===== config.mk =====
export PLATFORM = sky130hd
export DESIGN_NAME = contour_cell_segmenter_top
export DESIGN_NICKNAME = d
export VERILOG_FILES = /design/src/sv/cseg_pkg.sv /design/src/sv/cseg_div.sv /design/src/sv/cseg_dp.sv /design/src/sv/cseg_ctrl.sv /design/src/sv/contour_cell_segmenter_top.sv
export SDC_FILE = /design/constraint.sdc
export NUM_CORES = 2
export LEC_CHECK = 0
export BUFFER_PORTS_ARGS = -buffer_cell sky130_fd_sc_hd__buf_4
export CAP_MARGIN = 10
export CORE_MARGIN = 2
export CORE_UTILIZATION = 50
export CTS_CLUSTER_DIAMETER = 200
export DETAILED_ROUTE_END_ITERATION = 12
export GPL_TIMING_DRIVEN = 0
export PLACE_DENSITY = 0.76
export SLEW_MARGIN = 0
export SYNTH_ARGS = -nofsm -noshare
export SYNTH_HDL_FRONTEND = slang
export SYNTH_SLANG_ARGS = --single-unit

===== constraint.sdc =====
create_clock -name aclk -period 13.75 [get_ports aclk]
set_input_delay 2.0625 -clock aclk [delete_from_list [all_inputs] [get_ports aclk]]
set_output_delay 2.0625 -clock aclk [all_outputs]
set_load 0.05 [all_outputs]

===== src/sv/cseg_pkg.sv =====
// Shared types, constants and helpers for the contour cell segmenter.
`timescale 1ns / 1ps

package cseg_pkg;

    localparam int HEIGHT_W = 16;
    localparam int LVL_W    = 18;   // internal level width, room for the ceiling overshoot
    localparam int POS_W    = 19;
    localparam int NUM_W    = 20;   // ten times a 16-bit height difference
    localparam int QUO_W    = 17;
    localparam int SEG_W    = 6;
    localparam int MAX_SEGS = 32;

    typedef logic signed [HEIGHT_W-1:0] height_t;
    typedef logic signed [LVL_W-1:0]    lvl_t;

    // Level below every reachable start: opens each sweep
    localparam lvl_t LVL_FLOOR = -lvl_t'(65536);

    // Configuration register indexes
    localparam logic [1:0] REG_CONTOUR_STEP = 2'd0;
    localparam logic [1:0] REG_MAJOR_STEP   = 2'd1;
    localparam logic [1:0] REG_MIN_VALID    = 2'd2;

    typedef enum logic [3:0] {
        DIV_CEIL  = 4'b0001,
        DIV_FRAC0 = 4'b0010,
        DIV_FRAC1 = 4'b0100,
        DIV_MAJOR = 4'b1000
    } div_op_t;

    typedef struct packed {
        logic    load;
        logic    edge_skip;
        logic    edge_adv;
        logic    enum_step;
        logic    div_go;
        div_op_t div_op;
        logic    lvl_init;
        logic    lvl_adv;
        logic    seg_add;
        logic    pair_clr;
        logic    out_load;
    } cmd_t;

    typedef struct packed {
        logic edge_ok;
        logic edge_last;
        logic enum_end;
        logic div_done;
        logic has_next;
        logic seg_none;
        logic pair_more;
        logic out_free;
        logic out_last;
    } sts_t;

    // Index of the n-th set bit of a four-bit mask
    function automatic logic [1:0] nth_set(input logic [3:0] mask, input logic [1:0] n);
        logic [1:0] seen;
        logic [1:0] idx;
        seen = 2'd0;
        idx  = 2'd0;
        for (int i = 0; i < 4; i++) begin
            if (mask[i]) begin
                if (seen == n) begin
                    idx = 2'(i);
                end
                seen = seen + 2'd1;
            end
        end
        return idx;
    endfunction

endpackage


===== src/sv/cseg_div.sv =====
// Restoring divider, one quotient bit per cycle, with preloadable remainder.
`timescale 1ns / 1ps

module cseg_div
    import cseg_pkg::*;
(
    input  logic             aclk,
    input  logic             aresetn,
    input  logic             start,
    input  logic [NUM_W-1:0] init_rem,
    input  logic [QUO_W-1:0] dividend,
    input  logic [NUM_W-1:0] divisor,
    output logic             done,
    output logic [QUO_W-1:0] quotient,
    output logic [NUM_W-1:0] remainder
);

    logic [NUM_W-1:0] rem_reg, rem_next;
    logic [QUO_W-1:0] dvd_reg;
    logic [QUO_W-1:0] quo_reg;
    logic [NUM_W-1:0] dsr_reg;
    logic [4:0]       cnt_reg;
    logic             busy_reg;
    logic             done_reg;
    logic [NUM_W:0]   trial;
    logic             fits;

    always_comb begin
        trial    = {rem_reg, dvd_reg[QUO_W-1]};
        fits     = trial >= {1'b0, dsr_reg};
        rem_next = fits ? NUM_W'(trial - {1'b0, dsr_reg}) : trial[NUM_W-1:0];
    end

    always_ff @(posedge aclk) begin
        if (!aresetn) begin
            busy_reg <= 1'b0;
            done_reg <= 1'b0;
            cnt_reg  <= 5'd0;
        end else begin
            done_reg <= 1'b0;
            if (start) begin
                busy_reg <= 1'b1;
                cnt_reg  <= 5'(QUO_W);
                rem_reg  <= init_rem;
                dvd_reg  <= dividend;
                dsr_reg  <= divisor;
                quo_reg  <= '0;
            end else if (busy_reg) begin
                rem_reg <= rem_next;
                dvd_reg <= {dvd_reg[QUO_W-2:0], 1'b0};
                quo_reg <= {quo_reg[QUO_W-2:0], fits};
                cnt_reg <= cnt_reg - 5'd1;
                if (cnt_reg == 5'd1) begin
                    busy_reg <= 1'b0;
                    done_reg <= 1'b1;
                end
            end
        end
    end

    assign done      = done_reg;
    assign quotient  = quo_reg;
    assign remainder = rem_reg;

endmodule


===== src/sv/cseg_dp.sv =====
// Datapath: config, edge bounds, level sweep, fraction and major checks, result register.
`timescale 1ns / 1ps

module cseg_dp
    import cseg_pkg::*;
#(
    parameter int MAX_CROSSINGS = 64
) (
    input  logic                 aclk,
    input  logic                 aresetn,
    input  cmd_t                 cmd,
    output sts_t                 sts,
    input  logic                 cfg_we,
    input  logic [1:0]           cfg_index,
    input  logic [15:0]          cfg_data,
    input  logic [HEIGHT_W-1:0]  s_height_c0,
    input  logic [HEIGHT_W-1:0]  s_height_c1,
    input  logic [HEIGHT_W-1:0]  s_height_c2,
    input  logic [HEIGHT_W-1:0]  s_height_c3,
    output logic                 m_valid,
    input  logic                 m_ready,
    output logic [HEIGHT_W-1:0]  m_level,
    output logic [POS_W-1:0]     m_start_pos,
    output logic [POS_W-1:0]     m_end_pos,
    output logic                 m_is_major,
    output logic                 m_last,
    output logic                 m_overflow
);

    localparam int CNT_W = $clog2(MAX_CROSSINGS + 1);

    // configuration
    logic [12:0] step_reg;
    logic [14:0] major_reg;
    height_t     minv_reg;

    // per cell
    height_t          h_reg [4];
    logic [3:0]       valid_reg;
    lvl_t             start_reg [4];
    lvl_t             end_reg [4];
    logic [1:0]       edge_reg;
    logic [CNT_W-1:0] xcount_reg;
    lvl_t             hh_reg;
    logic             ovf_reg;
    lvl_t             lvl_reg;
    logic [1:0]       pair_reg;
    logic [SEG_W-1:0] seg_total_reg;
    logic [SEG_W-1:0] seg_idx_reg;
    div_op_t          op_reg;
    logic [POS_W-1:0] spos_reg;
    logic [POS_W-1:0] epos_reg;
    logic             maj_reg;

    // result register
    logic                m_valid_reg;
    logic [HEIGHT_W-1:0] m_level_reg;
    logic [POS_W-1:0]    m_spos_reg;
    logic [POS_W-1:0]    m_epos_reg;
    logic                m_major_reg;
    logic                m_last_reg;
    logic                m_ovf_reg;

    logic [12:0] step_eff;
    logic [14:0] major_eff;
    lvl_t        step_l;

    always_comb begin
        step_eff  = (step_reg == 13'd0) ? 13'd1 : step_reg;
        major_eff = (major_reg == 15'd0) ? 15'd1 : major_reg;
        step_l    = lvl_t'({1'b0, step_eff});
    end

    // edge under scan
    height_t ea, eb;
    lvl_t    lo_l, hi_l;
    logic    edge_ok;

    always_comb begin
        ea      = h_reg[edge_reg];
        eb      = h_reg[edge_reg + 2'd1];
        lo_l    = (ea < eb) ? lvl_t'(ea) : lvl_t'(eb);
        hi_l    = (ea < eb) ? lvl_t'(eb) : lvl_t'(ea);
        edge_ok = !(ea < minv_reg) && !(eb < minv_reg) && (ea != eb) && !ovf_reg;
    end

    // level sweep: active edges at the current level and the next level
    logic [3:0] mask;
    logic [1:0] npairs;
    lvl_t       lvl_plus;
    lvl_t       cand [4];
    logic [3:0] cand_v;
    lvl_t       next_lvl;
    logic       has_next;

    always_comb begin
        lvl_plus = lvl_reg + step_l;
        for (int k = 0; k < 4; k++) begin
            mask[k]   = valid_reg[k] && (start_reg[k] <= lvl_reg) && (lvl_reg < end_reg[k]);
            cand_v[k] = 1'b0;
            cand[k]   = start_reg[k];
            if (valid_reg[k] && (start_reg[k] > lvl_reg) && (start_reg[k] < end_reg[k])) begin
                cand_v[k] = 1'b1;
            end else if (valid_reg[k] && (start_reg[k] <= lvl_reg) && (lvl_plus < end_reg[k])) begin
                cand_v[k] = 1'b1;
                cand[k]   = lvl_plus;
            end
        end
        npairs   = 2'(({2'b0, mask[0]} + {2'b0, mask[1]} + {2'b0, mask[2]}
                       + {2'b0, mask[3]}) >> 1);
        has_next = 1'b0;
        next_lvl = lvl_reg;
        for (int k = 0; k < 4; k++) begin
            if (cand_v[k] && (!has_next || cand[k] < next_lvl)) begin
                has_next = 1'b1;
                next_lvl = cand[k];
            end
        end
    end

    // divider operands
    logic [1:0]       sel_edge;
    height_t          fa, fb;
    logic [16:0]      up_d, dn_d, span;
    logic [NUM_W-1:0] num, den;
    logic [16:0]      lo_abs, lvl_abs;
    logic [NUM_W-1:0] d_init, d_dsr;
    logic [QUO_W-1:0] d_dvd;
    logic [QUO_W-1:0] d_quo;
    logic [NUM_W-1:0] d_rem;
    logic             d_done;
    logic             frac1;

    always_comb begin
        frac1    = (cmd.div_go && cmd.div_op == DIV_FRAC1) || (!cmd.div_go && op_reg == DIV_FRAC1);
        sel_edge = nth_set(mask, {pair_reg[0], frac1});
        fa       = h_reg[sel_edge];
        fb       = h_reg[sel_edge + 2'd1];
        up_d     = 17'(lvl_reg - lvl_t'(fa));
        dn_d     = 17'(lvl_t'(fa) - lvl_reg);
        span     = (fb > fa) ? 17'(lvl_t'(fb) - lvl_t'(fa)) : 17'(lvl_t'(fa) - lvl_t'(fb));
        den      = NUM_W'({span, 3'b000}) + NUM_W'({span, 1'b0});
        if (fb > fa) begin
            num = NUM_W'({up_d, 3'b000}) + NUM_W'({up_d, 1'b0}) + NUM_W'(1);
        end else begin
            num = NUM_W'({dn_d, 3'b000}) + NUM_W'({dn_d, 1'b0}) - NUM_W'(1);
        end
        lo_abs  = (lo_l < 0) ? 17'(-lo_l) : 17'(lo_l);
        lvl_abs = (lvl_reg < 0) ? 17'(-lvl_reg) : 17'(lvl_reg);
        d_init  = '0;
        d_dvd   = '0;
        d_dsr   = NUM_W'(step_eff);
        case (cmd.div_op)
            DIV_CEIL: begin
                d_dvd = lo_abs;
            end
            DIV_FRAC0, DIV_FRAC1: begin
                d_init = num;
                d_dsr  = den;
            end
            DIV_MAJOR: begin
                d_dvd = lvl_abs;
                d_dsr = NUM_W'(major_eff);
            end
            default: begin
                d_dvd = lo_abs;
            end
        endcase
    end

    cseg_div u_div (
        .aclk      (aclk),
        .aresetn   (aresetn),
        .start     (cmd.div_go),
        .init_rem  (d_init),
        .dividend  (d_dvd),
        .divisor   (d_dsr),
        .done      (d_done),
        .quotient  (d_quo),
        .remainder (d_rem)
    );

    // divider results
    logic [12:0]      ceil_r;
    lvl_t             ceil_start;
    logic [QUO_W:0]   q_inc;
    logic [1:0]       pos_edge;
    logic [POS_W-1:0] pos;

    always_comb begin
        ceil_r = d_rem[12:0];
        if (lo_l < 0) begin
            ceil_start = lo_l + lvl_t'({1'b0, ceil_r});
        end else if (ceil_r == 13'd0) begin
            ceil_start = lo_l;
        end else begin
            ceil_start = lo_l + step_l - lvl_t'({1'b0, ceil_r});
        end
        // the finishing fraction belongs to the edge of the running pass
        pos_edge = nth_set(mask, {pair_reg[0], op_reg == DIV_FRAC1});
        q_inc    = {1'b0, d_quo} + (QUO_W+1)'(1);
        pos      = {1'b0, pos_edge, 16'b0} + POS_W'(q_inc[QUO_W:1]);
    end

    // enumeration of one edge's levels into the crossing budget
    logic hh_lt_hi, xfull, enum_end;

    always_comb begin
        hh_lt_hi = hh_reg < hi_l;
        xfull    = xcount_reg == CNT_W'(MAX_CROSSINGS);
        enum_end = !hh_lt_hi || xfull;
    end

    logic [SEG_W-1:0] seg_lim;
    logic             out_free, out_last;

    always_comb begin
        seg_lim  = (seg_total_reg > SEG_W'(MAX_SEGS)) ? SEG_W'(MAX_SEGS) : seg_total_reg;
        out_free = !m_valid_reg || m_ready;
        out_last = seg_idx_reg == seg_lim - SEG_W'(1);
    end

    always_ff @(posedge aclk) begin
        if (!aresetn) begin
            step_reg      <= 13'd10;
            major_reg     <= 15'd50;
            minv_reg      <= -height_t'(32000);
            valid_reg     <= '0;
            ovf_reg       <= 1'b0;
            xcount_reg    <= '0;
            edge_reg      <= 2'd0;
            seg_total_reg <= '0;
            seg_idx_reg   <= '0;
            pair_reg      <= 2'd0;
            op_reg        <= DIV_CEIL;
            m_valid_reg   <= 1'b0;
        end else begin
            if (cfg_we) begin
                unique case (cfg_index)
                    REG_CONTOUR_STEP: step_reg  <= cfg_data[12:0];
                    REG_MAJOR_STEP:   major_reg <= cfg_data[14:0];
                    REG_MIN_VALID:    minv_reg  <= cfg_data;
                    default: ;
                endcase
            end
            if (cmd.load) begin
                h_reg[0]      <= s_height_c0;
                h_reg[1]      <= s_height_c1;
                h_reg[2]      <= s_height_c2;
                h_reg[3]      <= s_height_c3;
                valid_reg     <= '0;
                ovf_reg       <= 1'b0;
                xcount_reg    <= '0;
                edge_reg      <= 2'd0;
                seg_total_reg <= '0;
            end
            if (cmd.edge_skip) begin
                valid_reg[edge_reg] <= 1'b0;
            end
            if (cmd.edge_adv) begin
                edge_reg <= edge_reg + 2'd1;
            end
            if (cmd.enum_step) begin
                if (enum_end) begin
                    end_reg[edge_reg]   <= hh_reg;
                    valid_reg[edge_reg] <= 1'b1;
                    if (hh_lt_hi) begin
                        ovf_reg <= 1'b1;
                    end
                end else begin
                    xcount_reg <= xcount_reg + CNT_W'(1);
                    hh_reg     <= hh_reg + step_l;
                end
            end
            if (cmd.div_go) begin
                op_reg <= cmd.div_op;
            end
            if (d_done) begin
                case (op_reg)
                    DIV_CEIL: begin
                        start_reg[edge_reg] <= ceil_start;
                        hh_reg              <= ceil_start;
                    end
                    DIV_FRAC0: spos_reg <= pos;
                    DIV_FRAC1: epos_reg <= pos;
                    DIV_MAJOR: maj_reg  <= d_rem == '0;
                    default: ;
                endcase
            end
            if (cmd.lvl_init) begin
                lvl_reg     <= LVL_FLOOR;
                seg_idx_reg <= '0;
            end
            if (cmd.lvl_adv) begin
                lvl_reg <= next_lvl;
            end
            if (cmd.seg_add && seg_total_reg <= SEG_W'(MAX_SEGS)) begin
                seg_total_reg <= seg_total_reg + SEG_W'(npairs);
            end
            if (cmd.pair_clr) begin
                pair_reg <= 2'd0;
            end
            if (cmd.out_load) begin
                pair_reg    <= pair_reg + 2'd1;
                seg_idx_reg <= seg_idx_reg + SEG_W'(1);
                m_valid_reg <= 1'b1;
                m_level_reg <= lvl_reg[HEIGHT_W-1:0];
                m_spos_reg  <= spos_reg;
                m_epos_reg  <= epos_reg;
                m_major_reg <= maj_reg;
                m_last_reg  <= out_last;
                m_ovf_reg   <= ovf_reg || (seg_total_reg > SEG_W'(MAX_SEGS));
            end else if (m_ready) begin
                m_valid_reg <= 1'b0;
            end
        end
    end

    always_comb begin
        sts.edge_ok   = edge_ok;
        sts.edge_last = edge_reg == 2'd3;
        sts.enum_end  = enum_end;
        sts.div_done  = d_done;
        sts.has_next  = has_next;
        sts.seg_none  = seg_total_reg == '0;
        sts.pair_more = pair_reg < npairs;
        sts.out_free  = out_free;
        sts.out_last  = out_last;
    end

    assign m_valid     = m_valid_reg;
    assign m_level     = m_level_reg;
    assign m_start_pos = m_spos_reg;
    assign m_end_pos   = m_epos_reg;
    assign m_is_major  = m_major_reg;
    assign m_last      = m_last_reg;
    assign m_overflow  = m_ovf_reg;

endmodule


===== src/sv/cseg_ctrl.sv =====
// Controller: sequences edge scan, segment count sweep and segment output sweep.
`timescale 1ns / 1ps

module cseg_ctrl
    import cseg_pkg::*;
(
    input  logic aclk,
    input  logic aresetn,
    input  logic s_valid,
    output logic s_ready,
    input  sts_t sts,
    output cmd_t cmd
);

    typedef enum logic [12:0] {
        ST_IDLE   = 13'b0000000000001,
        ST_ECHECK = 13'b0000000000010,
        ST_ECEIL  = 13'b0000000000100,
        ST_EENUM  = 13'b0000000001000,
        ST_ENEXT  = 13'b0000000010000,
        ST_CADV   = 13'b0000000100000,
        ST_CADD   = 13'b0000001000000,
        ST_MADV   = 13'b0000010000000,
        ST_MPAIR  = 13'b0000100000000,
        ST_MD0    = 13'b0001000000000,
        ST_MD1    = 13'b0010000000000,
        ST_MMAJ   = 13'b0100000000000,
        ST_MOUT   = 13'b1000000000000
    } state_t;

    state_t state_reg, state_next;

    always_comb begin
        state_next = state_reg;
        cmd        = '0;
        cmd.div_op = DIV_CEIL;
        unique case (state_reg)
            ST_IDLE: begin
                if (s_valid) begin
                    cmd.load   = 1'b1;
                    state_next = ST_ECHECK;
                end
            end
            ST_ECHECK: begin
                if (sts.edge_ok) begin
                    cmd.div_go = 1'b1;
                    state_next = ST_ECEIL;
                end else begin
                    cmd.edge_skip = 1'b1;
                    state_next    = ST_ENEXT;
                end
            end
            ST_ECEIL: begin
                if (sts.div_done) begin
                    state_next = ST_EENUM;
                end
            end
            ST_EENUM: begin
                cmd.enum_step = 1'b1;
                if (sts.enum_end) begin
                    state_next = ST_ENEXT;
                end
            end
            ST_ENEXT: begin
                if (sts.edge_last) begin
                    cmd.lvl_init = 1'b1;
                    state_next   = ST_CADV;
                end else begin
                    cmd.edge_adv = 1'b1;
                    state_next   = ST_ECHECK;
                end
            end
            ST_CADV: begin
                if (sts.has_next) begin
                    cmd.lvl_adv = 1'b1;
                    state_next  = ST_CADD;
                end else begin
                    cmd.lvl_init = 1'b1;
                    state_next   = sts.seg_none ? ST_IDLE : ST_MADV;
                end
            end
            ST_CADD: begin
                cmd.seg_add = 1'b1;
                state_next  = ST_CADV;
            end
            ST_MADV: begin
                if (sts.has_next) begin
                    cmd.lvl_adv  = 1'b1;
                    cmd.pair_clr = 1'b1;
                    state_next   = ST_MPAIR;
                end else begin
                    state_next = ST_IDLE;
                end
            end
            ST_MPAIR: begin
                if (sts.pair_more) begin
                    cmd.div_go = 1'b1;
                    cmd.div_op = DIV_FRAC0;
                    state_next = ST_MD0;
                end else begin
                    state_next = ST_MADV;
                end
            end
            ST_MD0: begin
                if (sts.div_done) begin
                    cmd.div_go = 1'b1;
                    cmd.div_op = DIV_FRAC1;
                    state_next = ST_MD1;
                end
            end
            ST_MD1: begin
                if (sts.div_done) begin
                    cmd.div_go = 1'b1;
                    cmd.div_op = DIV_MAJOR;
                    state_next = ST_MMAJ;
                end
            end
            ST_MMAJ: begin
                if (sts.div_done) begin
                    state_next = ST_MOUT;
                end
            end
            ST_MOUT: begin
                if (sts.out_free) begin
                    cmd.out_load = 1'b1;
                    state_next   = sts.out_last ? ST_IDLE : ST_MPAIR;
                end
            end
            default: begin
                state_next = ST_IDLE;
            end
        endcase
    end

    always_ff @(posedge aclk) begin
        if (!aresetn) begin
            state_reg <= ST_IDLE;
        end else begin
            state_reg <= state_next;
        end
    end

    assign s_ready = state_reg == ST_IDLE;

endmodule


===== src/sv/contour_cell_segmenter_top.sv =====
// Top level of the contour cell segmenter: controller, datapath and ports.
`timescale 1ns / 1ps

// Channel   Ports                                   Direction  Moves
// s_        s_valid/s_ready, s_height_c0..c3        in         one cell item
// m_        m_valid/m_ready, m_level .. m_overflow  out        one segment item
// cfg_      cfg_valid/cfg_ready, cfg_index/cfg_data in         one register write
//
// Flow: one cell at a time, accepted only while idle. A valid edge takes a check
// step, the level ceiling in the shared serial divider (17 quotient bits, then done),
// the enumeration of its kept crossings, a closing step and an advance; a skipped
// edge takes a check and an advance. The count sweep takes an advance and an add
// per occupied level. Each segment takes three divider passes (two fractions, one
// major-level remainder) plus a pair step and an output step that waits for a free
// output; each occupied level adds an advance and a pair check.
// Reset is synchronous, active low, and clears control state and loads register
// defaults. A stalled result holds in the output register; the controller waits
// only when a second result is ready.

module contour_cell_segmenter_top
    import cseg_pkg::*;
#(
    parameter int MAX_CROSSINGS = 64
) (
    input  logic                aclk,
    input  logic                aresetn,
    input  logic                s_valid,
    output logic                s_ready,
    input  logic [HEIGHT_W-1:0] s_height_c0,
    input  logic [HEIGHT_W-1:0] s_height_c1,
    input  logic [HEIGHT_W-1:0] s_height_c2,
    input  logic [HEIGHT_W-1:0] s_height_c3,
    output logic                m_valid,
    input  logic                m_ready,
    output logic [HEIGHT_W-1:0] m_level,
    output logic [POS_W-1:0]    m_start_pos,
    output logic [POS_W-1:0]    m_end_pos,
    output logic                m_is_major,
    output logic                m_last,
    output logic                m_overflow,
    input  logic                cfg_valid,
    output logic                cfg_ready,
    input  logic [1:0]          cfg_index,
    input  logic [15:0]         cfg_data
);

    cmd_t cmd;
    sts_t sts;

    // Registers are always writable: accept every write at once
    assign cfg_ready = 1'b1;

    cseg_ctrl u_ctrl (
        .aclk    (aclk),
        .aresetn (aresetn),
        .s_valid (s_valid),
        .s_ready (s_ready),
        .sts     (sts),
        .cmd     (cmd)
    );

    cseg_dp #(
        .MAX_CROSSINGS (MAX_CROSSINGS)
    ) u_dp (
        .aclk        (aclk),
        .aresetn     (aresetn),
        .cmd         (cmd),
        .sts         (sts),
        .cfg_we      (cfg_valid),
        .cfg_index   (cfg_index),
        .cfg_data    (cfg_data),
        .s_height_c0 (s_height_c0),
        .s_height_c1 (s_height_c1),
        .s_height_c2 (s_height_c2),
        .s_height_c3 (s_height_c3),
        .m_valid     (m_valid),
        .m_ready     (m_ready),
        .m_level     (m_level),
        .m_start_pos (m_start_pos),
        .m_end_pos   (m_end_pos),
        .m_is_major  (m_is_major),
        .m_last      (m_last),
        .m_overflow  (m_overflow)
    );

endmodule

==> results.md <==
- The flow ran to the end, and the final reports show no timing, DRC or antenna violations.
- The count of placed standard cells including taps is about 5700.
- At the pin with the least slew margin, the transition time is 1270 ps.
- The number of distinct standard cells referenced by the synthesized netlist is 97.
- The kind of end point of the critical path is a flop.
- The tree built by TritonCTS fans out to 513 sinks.
- Summed over all cells, the static leakage comes to 20.5 nW.
- Among all flip-flop cells after synthesis, the most frequent one is edfxtp_1.
- A synthesized cell averages 9.54 sq um.
- The share of synthesized flip-flops with an asynchronous set or reset is 0%.
- The multi-input combinational cells in the finished layout cover a total of 0.0266 sq mm.
- Cells with a size suffix above 1 make up around an eighth of the layout.
- The synthesis warning total is 0.
- The first global-routing pass estimated roughly 210 mm of wire.
- The number of buffers between clock root and the deepest sink is 3.
- The final wirelength is 148 mm.
- The library cells used most frequently in the layout, excluding fill and tap cells, are 626 x ha_1, 414 x edfxtp_1, 367 x inv_1, 361 x a21oi_1, 336 x nor2_1.
- The first detailed-routing pass took 7 iterations.
- At the end of the flow, the number of nets in the layout was ~5500.
- The die covers 0.0873 sq mm.
- The via count of the first global-routing pass is roughly 35000.
- The area occupied by registers is approximately 0.014 sq mm.
- The cell type of the slowest stage on the worst timing path is edfxtp_1.
- The critical path arrival is 13820 ps.
- The routed layout has 37600 vias.
- The height of the die is 295 microns.
- Setup violations remaining at the end of the flow were counted as 0.
- In this design, the critical path's most frequently occurring cell is a21o_1.
- The clock insertion delay at the later pin of the skew report is 660 ps.
- The filler cell count is 7225.
- The critical path's largest stage delay is 980 ps.
- The initial antenna violation count is 2.
- The type of the worst min-delay path is flop to flop.
- The kind of critical path is flop to flop.
- Once the floorplan was initialized, standard cells occupied 50.7% of the core.
- Max-cap violations in this run came to 0.
- The post-synth net total is 5192.
- The H-tree generated during clock tree synthesis spans 2 levels.
- The most frequent standard cell in the layout excluding fill and tap cells is ha_1.
- The count of input and output buffers is 145.
- The area share of the leading cell type in the synthesized netlist is 29.3%.
- The floorplan step set the die width to 295 microns.
- The post-synthesis cell count is 4450.
- After clock tree synthesis, the clock-pin slew on the worst setup and hold paths is 60 ps.
- The number of cell rows is approximately 110.
- The upper clock frequency limit is 0.0748 GHz.
- After layout, the worst path uses 97.2% of the clock period.
- Hold repair after CTS inserted 0 buffers.
- Yosys attributes the largest share of cell area to edfxtp_1 29%, ha_1 19%, dfxtp_1 4.7%.
- After detailed routing, the number of vias per cell comes to between 6 and 7.
- The core region is 0.0838 sq mm.
- The shortest clock period the worst path allows after layout is 13360 ps.
- The boundary pin count is 147.
- The count of endpoints failing hold in the final timing report is 0.
- The number of buffers inserted during clock tree synthesis is 58.
- Entering global routing, the biggest net connects 40 pins.
- The number of flops mapped to enable cells by yosys is 414.
- After the first detailed-routing iteration, the DRC count stood at 4539.
- The finished cells cover between 0.04 and 0.05 sq mm.
- Relative to the synthesized area, the layout overhead comes to 14.2%.
- After detailed routing, the average wire length per cell comes to 24.9 microns.
- The master cell of the clock root buffer is clkbuf_16.
- Across every metal layer, demand over resource in global routing totals 32.9%.
- The synthesized cell area is between 0.04 and 0.05 sq mm.
- The worst slew slack as a fraction of its limit is 15.3%.
- The sequential-to-total area share from yosys stat is roughly a third.
- The residual antenna-violating net count after detailed routing is 0.
- Summed over all instances, the cell type with the most area after synthesis is edfxtp_1.
- The post-synthesis register bit count is 513.
- The post-detailed-route DRC marker count is 0.
- The nature of the critical path startpoint is a flop.
- The half-perimeter wire length of the detailed placement result is 112 mm.
- The number of slew-limit violations in the final report is 0.
- For this run the aggregate overflow at the end of global routing stands at 0.
- The required time reported for the critical path endpoint is 14200 ps.
- Of all nets on the critical path, the largest fanout is 14.
- Routability-driven placement finished with a final weighted congestion of about 1.0.
- Across the routed clock network, the largest skew measured is between 30 and 40 ps.
- Power spread over the standard cell area amounts to ~90 mW/mm^2.
- The finished layout holds approximately 6000 standard cells, fillers aside.
- The worst-case IR drop observed on VDD is between 100 and 150 uV.
- The clock tree from TritonCTS is built.
- Summing all placed instances gives a cell area of ~0.045 sq mm.
==> path summary, 6_finish.rpt <==
check	from	end	slack, ps	depth (start not counted)
max	u_dp.lvl_reg[0]	u_dp.lvl_reg[6]	390	60
min	u_dp.spos_reg[16]	u_dp.m_start_pos[16]	420	0
max reg2reg	u_dp.lvl_reg[0]	u_dp.lvl_reg[6]	390	60
min reg2reg	u_dp.spos_reg[16]	u_dp.m_start_pos[16]	420	0
==> kinds of logic after synthesis <==
family / after synthesis / synth area share (%)
AND/OR/NAND/NOR: 1201 / 13.7
AO/OA/AOI/OAI: 1121 / 17.0
adder cells (fa/ha/maj): 655 / 19.7
buffers and inverters: 525 / 4.79
flip-flops: 513 / 33.9
multiplexers: 236 / 6.73
XOR/XNOR: 198 / 4.12
other: 1 / 0.00883
==> power breakdown <==
| part | internal, W | total [W] | leakage, nW | switching (W) |
|---|---|---|---|---|
| combinational | 0.000379 | 0.000964 | 15.0 | 0.000585 |
| clock | 0.000931 | 0.00165 | 0.954 | 0.000716 |
| sequential | 0.00172 | 0.00175 | 4.54 | 0.0000350 |
==> per-stage QoR <==
stage	util, %	setup slack (ps)	setup TNS [ps]	hold WS (ps)	total power [W]
6_report	57.9	388	0	416	0.00437
4_1_cts	57.2	4.73	0	416	0.00433
2_1_floorplan	-	1470	0	400	0.00244
3_3_place_gp	53.7	-3170	-63520	401	0.00268
3_5_place_dp	53.8	-3350	-72150	405	0.00270
5_1_grt	57.8	-126	-853	421	0.00451
==> Yosys cell counts (54+ instances only) <==
| cell type | n |
|---|---|
| inv_1 | 372 |
| nand2_1 | 330 |
| a21oi_1 | 368 |
| clkbuf_1 | 117 |
| nand3_1 | 97 |
| edfxtp_1 | 414 |
| mux2_2 | 75 |
| nor2b_1 | 57 |
| nor3_1 | 60 |
| ha_1 | 630 |
| o21ai_0 | 205 |
| dfxtp_1 | 99 |
| nand4_1 | 54 |
| mux2i_1 | 129 |
| a21o_1 | 111 |
| nor2_1 | 341 |
| xnor2_1 | 152 |
==> timing repair <==
item                                   in CTS  in global routing
pin swaps                                  13                 28
setup buffers                              57                 28
setup endpoints to repair                  55                 23
endpoints found under the hold margin       0                  0
resized for setup                          71                 90
cloned                                      0                  1
==> critical path: cells and delay by family (launching register included) <==
kind / cells / cell delay [ps]
AO/OA/AOI/OAI: 30 / 5520
adder cells (fa/ha/maj): 5 / 1600
AND/OR/NAND/NOR: 17 / 3490
XOR/XNOR: 2 / 360
flip-flops: 1 / 980
buffers and inverters: 6 / 1150
==> area by class of cell <==
class,instances,share of cell area (%)
diodes,2,0.0103
plain buffers,145,1.44
clock buffers,69,3.18
clock inverters,41,0.944
inverters,375,2.95
multi-input cells,3412,54.8
flip-flops and latches,513,29.7
well taps,1134,2.93
repair buffers,237,4.02
==> metal layers <==
layer | part of all wire, % | vias up | global-route usage, %
met4 | 7.7 | 0 | 20.3
met5 | 0 | - | 0
li1 | - | 17000 | -
met2 | 41 | 2217 | 49.3
met3 | 12 | 502 | 7.74
met1 | 39 | 17900 | 43.1
Power figures use the tool's default switching activity.
